$ cat config.mk
export PLATFORM = sky130hd
export DESIGN_NAME = bph_weights
export DESIGN_NICKNAME = d
export VERILOG_FILES = /design/src/rtl/bph_pkg.sv /design/src/rtl/bph_weights.sv
export SDC_FILE = /design/constraint.sdc
export NUM_CORES = 2
export LEC_CHECK = 0
export BUFFER_PORTS_ARGS = -buffer_cell sky130_fd_sc_hd__clkbuf_2
export CORE_MARGIN = 2
export CORE_UTILIZATION = 32
export DETAILED_ROUTE_END_ITERATION = 10
export SLEW_MARGIN = 15
export SYNTH_ARGS = -nofsm -noshare
export SYNTH_HDL_FRONTEND = slang
export SYNTH_SLANG_ARGS = --single-unit
$ cat constraint.sdc
create_clock -name i_clk -period 15.3 [get_ports i_clk]
set_input_delay 4.59 -clock i_clk [delete_from_list [all_inputs] [get_ports i_clk]]
set_output_delay 4.59 -clock i_clk [all_outputs]
set_load 0.01 [all_outputs]
$ cat src/rtl/bph_pkg.sv
// Package of the bezier patch height lookup block: constants and types.
// Used by the weight unit, the map memory and the top level; depends on nothing.
`default_nettype none
package bph_pkg;
    localparam int MAX_SIDE    = 256;
    localparam int FRAC_BITS   = 8;
    localparam int PATCH_CELLS = 4;
    localparam int IDX_W  = $clog2(MAX_SIDE);
    localparam int ADDR_W = 2 * IDX_W;
    localparam int T_BITS = FRAC_BITS + 2;
    localparam int W_BITS = FRAC_BITS + 8;
    localparam int TV_W   = T_BITS + 3;      // t reaches 2.0 when the patch is clamped
    localparam int WGT_W  = 24;              // signed weight width; weights stay within +-32
    localparam int ACC_W  = 56;              // total of five rows of weighted row sums
    localparam logic OP_WRITE = 1'b0;
    localparam logic OP_QUERY = 1'b1;

    typedef enum logic [2:0] {
        ST_IDLE, ST_WGT, ST_READ, ST_ROW, ST_DONE
    } t_state;

    typedef struct packed {
        logic             wr_en;
        logic [ADDR_W-1:0] addr;
        logic [7:0]        data;
    } t_mem_req;
endpackage
`default_nettype wire

$ cat src/rtl/bph_weights.sv
// Degree-4 Bernstein weight unit: one weight per cycle, multiplies registered.
// Depends on bph_pkg.
`default_nettype none
module bph_weights (
    input  wire logic                            i_clk,
    input  wire logic                            i_start,
    input  wire logic signed [bph_pkg::TV_W:0]   i_t,
    output logic                                 o_done,
    output logic signed [bph_pkg::WGT_W-1:0]     o_w [5]
);
    import bph_pkg::*;

    localparam int PW = 2 * TV_W + 3;
    logic signed [TV_W+1:0] r_t, r_a;
    logic signed [PW-1:0]   r_t2, r_a2, r_ta;
    logic [2:0]             r_step;
    logic                   r_run;
    logic signed [2*PW+3:0] n_prod;
    logic signed [2*PW-1:0] n_mul;
    logic signed [PW-1:0]   n_l, n_r;
    logic signed [3:0]      n_k;

    always_comb begin
        n_l = r_t2;
        n_r = r_a2;
        n_k = 4'sd1;
        case (r_step)
            3'd1: begin n_l = r_a2; n_r = r_a2; n_k = 4'sd1; end
            3'd2: begin n_l = r_ta; n_r = r_a2; n_k = 4'sd4; end
            3'd3: begin n_l = r_t2; n_r = r_a2; n_k = 4'sd6; end
            3'd4: begin n_l = r_t2; n_r = r_ta; n_k = 4'sd4; end
            default: begin n_l = r_t2; n_r = r_t2; n_k = 4'sd1; end
        endcase
        n_mul  = n_l * n_r;
        n_prod = n_mul * n_k;
    end

    always_ff @(posedge i_clk) begin
        o_done <= 1'b0;
        if (i_start) begin
            r_t    <= {i_t[TV_W], i_t};
            r_a    <= $signed((TV_W+2)'(1 << T_BITS)) - {i_t[TV_W], i_t};
            r_step <= 3'd0;
            r_run  <= 1'b1;
        end else if (r_run) begin
            r_step <= r_step + 3'd1;
            if (r_step == 3'd0) begin
                r_t2 <= PW'(r_t * r_t);
                r_a2 <= PW'(r_a * r_a);
                r_ta <= PW'(r_t * r_a);
            end else begin
                o_w[r_step - 3'd1] <= WGT_W'(n_prod >>> (4 * T_BITS - W_BITS));
            end
            if (r_step == 3'd5) begin
                r_run  <= 1'b0;
                o_done <= 1'b1;
            end
        end
    end
endmodule
`default_nettype wire

==> impl_metrics.env <==
export IMPL_die_area_um2=194000
export IMPL_layout_nets=8297
export IMPL_htreeDepth=1
export IMPL_maxCapViolCount=0
export IMPL_fin_crit_ns=13.63
export IMPL_fp_dieW_um=440
export IMPL_rsz0062_at_grt="false"
export IMPL_cp_arrival_ns=13.96
export IMPL_synth_avg_cell_area_um2=9.53
export IMPL_wl_met1_mm=69.9
export IMPL_ant_nets=0
export IMPL_hold_buffers=0
export IMPL_detail_route_wirelength_mm=167
export IMPL_firstDrtPassIters=6
export IMPL_antenna_found_initial=3
export IMPL_yosysMostFrequentCell="inv_1"
export IMPL_status="completed"
export IMPL_dp_hpwl_mm=133
export IMPL_first_iter_violations=3611
export IMPL_ctsResizeCount=0
export IMPL_via_per_inst=4.80
export IMPL_cts_setup_buffers=0
export IMPL_insertion_delay_ns=0.63
export IMPL_grtUsageTotal_pct=17.7
export IMPL_final_setup_tns_ns=0
export IMPL_crit_top_cell="fa_1"
export IMPL_seq_area_frac_synth_pct=11.5
export IMPL_slowest_delay_ns=0.68
export IMPL_cts_sinks=235
export IMPL_io_buffers=136
export IMPL_synth_distinct_cells=78
export IMPL_finalHoldViolations=0
export IMPL_grt_pass1_vias=46672
export IMPL_clock_path_buffers=3
export IMPL_worstSetupPathType="reg2reg"
export IMPL_syn_inst=6395
export IMPL_ys_ff_latch=235
export IMPL_critPathMaxFanout=76
export IMPL_dr_wl_met3_mm=15.1
export IMPL_grt_pass1_wl_mm=268
export IMPL_cts_buffers_inserted=28
export IMPL_synth_edf_count=230
export IMPL_cp_end_kind="flop"
export IMPL_grt_overflow_total=0
export IMPL_final_max_slew_viol_count=0
export IMPL_ys_async_sr_fraction_pct=0
export IMPL_dieHeight_um=440
export IMPL_highest_signal_layer="met5"
export IMPL_wl_met2_mm=75.6
export IMPL_drc_errors=0
export IMPL_cts_root_buf="clkbuf_16"
export IMPL_area_growth_synth_to_final_pct=7.76
export IMPL_wl_per_cell_um=18.6
export IMPL_max_freq_mhz=73.4
export IMPL_skew_ns=0.0400
export IMPL_synth_area_leader_cell="fa_1"
export IMPL_cts_tree="yes"
export IMPL_grt_max_degree=92
export IMPL_min_path_type="reg2reg"
export IMPL_num_rows=160
export IMPL_syn_area_um2=60900
export IMPL_min_period_over_period_pct=89.1
export IMPL_yosys_top_cells_area="fa_1, edfxtp_1, inv_1, ha_1, nand2_1"
export IMPL_setup_viol=0
export IMPL_yosys_warnings=0
export IMPL_drive_gt1_share_pct=5.64
export IMPL_start_util_pct=32.1
export IMPL_worst_slew_pin_transition_ns=1.34
export IMPL_slew_limit_headroom_pct=10.4
export IMPL_synth_top_area_share_pct=45.7
export IMPL_start_kind="flop"
export IMPL_synth_fp_nets=8277
export IMPL_yosys_top_cells_count="inv_1, fa_1, nand2_1"
export IMPL_via_count=42924
export IMPL_io_pins=137
export IMPL_gp_congestion=0.957
export IMPL_core_area_um2=190000
export IMPL_cp_required_ns=15.63
export IMPL_worst_path_max_delay_cell="nand2_1"
export IMPL_synthFlopType="edfxtp_1"
export IMPL_cts_reportedPaths_clkPinSlew_ns=0.06
stage by stage:
step | area, µm² | instances | utilization [%] | setup slack (ns) | hold WS (ns)
after floorplan | 60900 | 6395 | - | 2.48 | 0.514
after global placement | 64700 | 8896 | 34.1 | 2.26 | 0.546
after detailed placement | 64700 | 8896 | 34.1 | 1.96 | 0.561
after CTS | 65600 | 8945 | 34.6 | 1.88 | 0.574
after global routing | 65600 | 8945 | 34.6 | 0.973 | 0.599
final | 65600 | 8947 | 34.6 | 1.67 | 0.579
cells by family (layout without fill, tap and decap cells):
kind of cell | Yosys count | in the layout | synth area share [%]
adder cells (fa/ha/maj) | 1866 | 1866 | 55.5
buffers and inverters | 1864 | 1903 | 11.5
AND/OR/NAND/NOR | 1692 | 1692 | 12.5
AO/OA/AOI/OAI | 511 | 511 | 5.76
flip-flops | 235 | 235 | 11.5
XOR/XNOR | 218 | 218 | 3.16
multiplexers | 8 | 8 | 0.140
other | 1 | 3 | 0.00616
cell usage in the layout (no fill, tap or decap), types with 6 or more instances in the layout:
cell / netlist / routed
edfxtp_1: 230 / 230
o211ai_1: 10 / 10
clkbuf_2: 0 / 136
and3_1: 26 / 26
inv_1: 1600 / 1600
nand4_1: 11 / 11
a21oi_1: 128 / 119
a211oi_1: 8 / 8
and2_1: 238 / 238
a31oi_1: 7 / 7
o21ai_0: 69 / 58
nand2_1: 641 / 641
nor3_1: 29 / 25
a211o_1: 8 / 8
clkinv_1: 5 / 10
fa_1: 1392 / 1392
clkbuf_16: 0 / 28
nand3_1: 26 / 26
o31ai_1: 13 / 13
a21oi_2: 0 / 6
xor2_1: 52 / 52
a221o_1: 10 / 10
buf_4: 0 / 112
o21bai_1: 26 / 26
ha_1: 474 / 474
or3_1: 7 / 7
a22o_1: 10 / 10
nand2b_1: 50 / 50
o21ai_1: 12 / 16
nor2b_1: 62 / 62
or2_2: 20 / 20
o21ai_2: 0 / 7
a22oi_1: 34 / 34
xnor2_1: 165 / 165
nor2_1: 554 / 553
a21o_1: 61 / 61
o21a_1: 52 / 52
state kept, by name (all words and copies together), names as in the netlist:
name,cells
r_t2,27
r_t,14
r_run,1
r_step,3
r_a2,27
o_w,120
o_done,1
r_a,14
r_ta,28
final timing paths:
check                          from                      to  slack (ns)  cells after the start
min reg2reg  r_step[1]$_SDFFE_PP0P_  r_step[1]$_SDFFE_PP0P_        0.58                      2
min          r_step[1]$_SDFFE_PP0P_  r_step[1]$_SDFFE_PP0P_        0.58                      2
max reg2reg  r_step[2]$_SDFFE_PP0P_       o_w[71]$_DFFE_PP_        1.67                     47
max          r_step[2]$_SDFFE_PP0P_       o_w[71]$_DFFE_PP_        1.67                     47
per-layer routing:
| metal | vias to the layer above | track usage, % |
|---|---|---|
| met2 | 1709 | 28.7 |
| li1 | 19043 | - |
| met4 | 2 | 5.52 |
| met3 | 304 | 4.06 |
| met1 | 21866 | 23.4 |
| met5 | - | 0 |
critical path, delay by kind of cell (launching register included):
| kind | cells | cell delay, ns |
|---|---|---|
| XOR/XNOR | 3 | 0.79 |
| buffers and inverters | 8 | 1.61 |
| flip-flops | 1 | 0.32 |
| adder cells (fa/ha/maj) | 12 | 5.47 |
| AO/OA/AOI/OAI | 11 | 2.34 |
| AND/OR/NAND/NOR | 13 | 2.72 |
final cells by class:
class / count / area (µm²)
antenna: 2 / 5.00
clock buffer: 29 / 704
clock inverter: 20 / 213
fill: 19163 / 124000
inverter: 1606 / 6030
multi-input combinational: 4296 / 47000
sequential: 235 / 7010
tap: 2511 / 3140
timing repair buffer: 248 / 1520
Power is not shown: default switching activity piles up to over one toggle a cycle in this logic, so the estimate is an artifact.
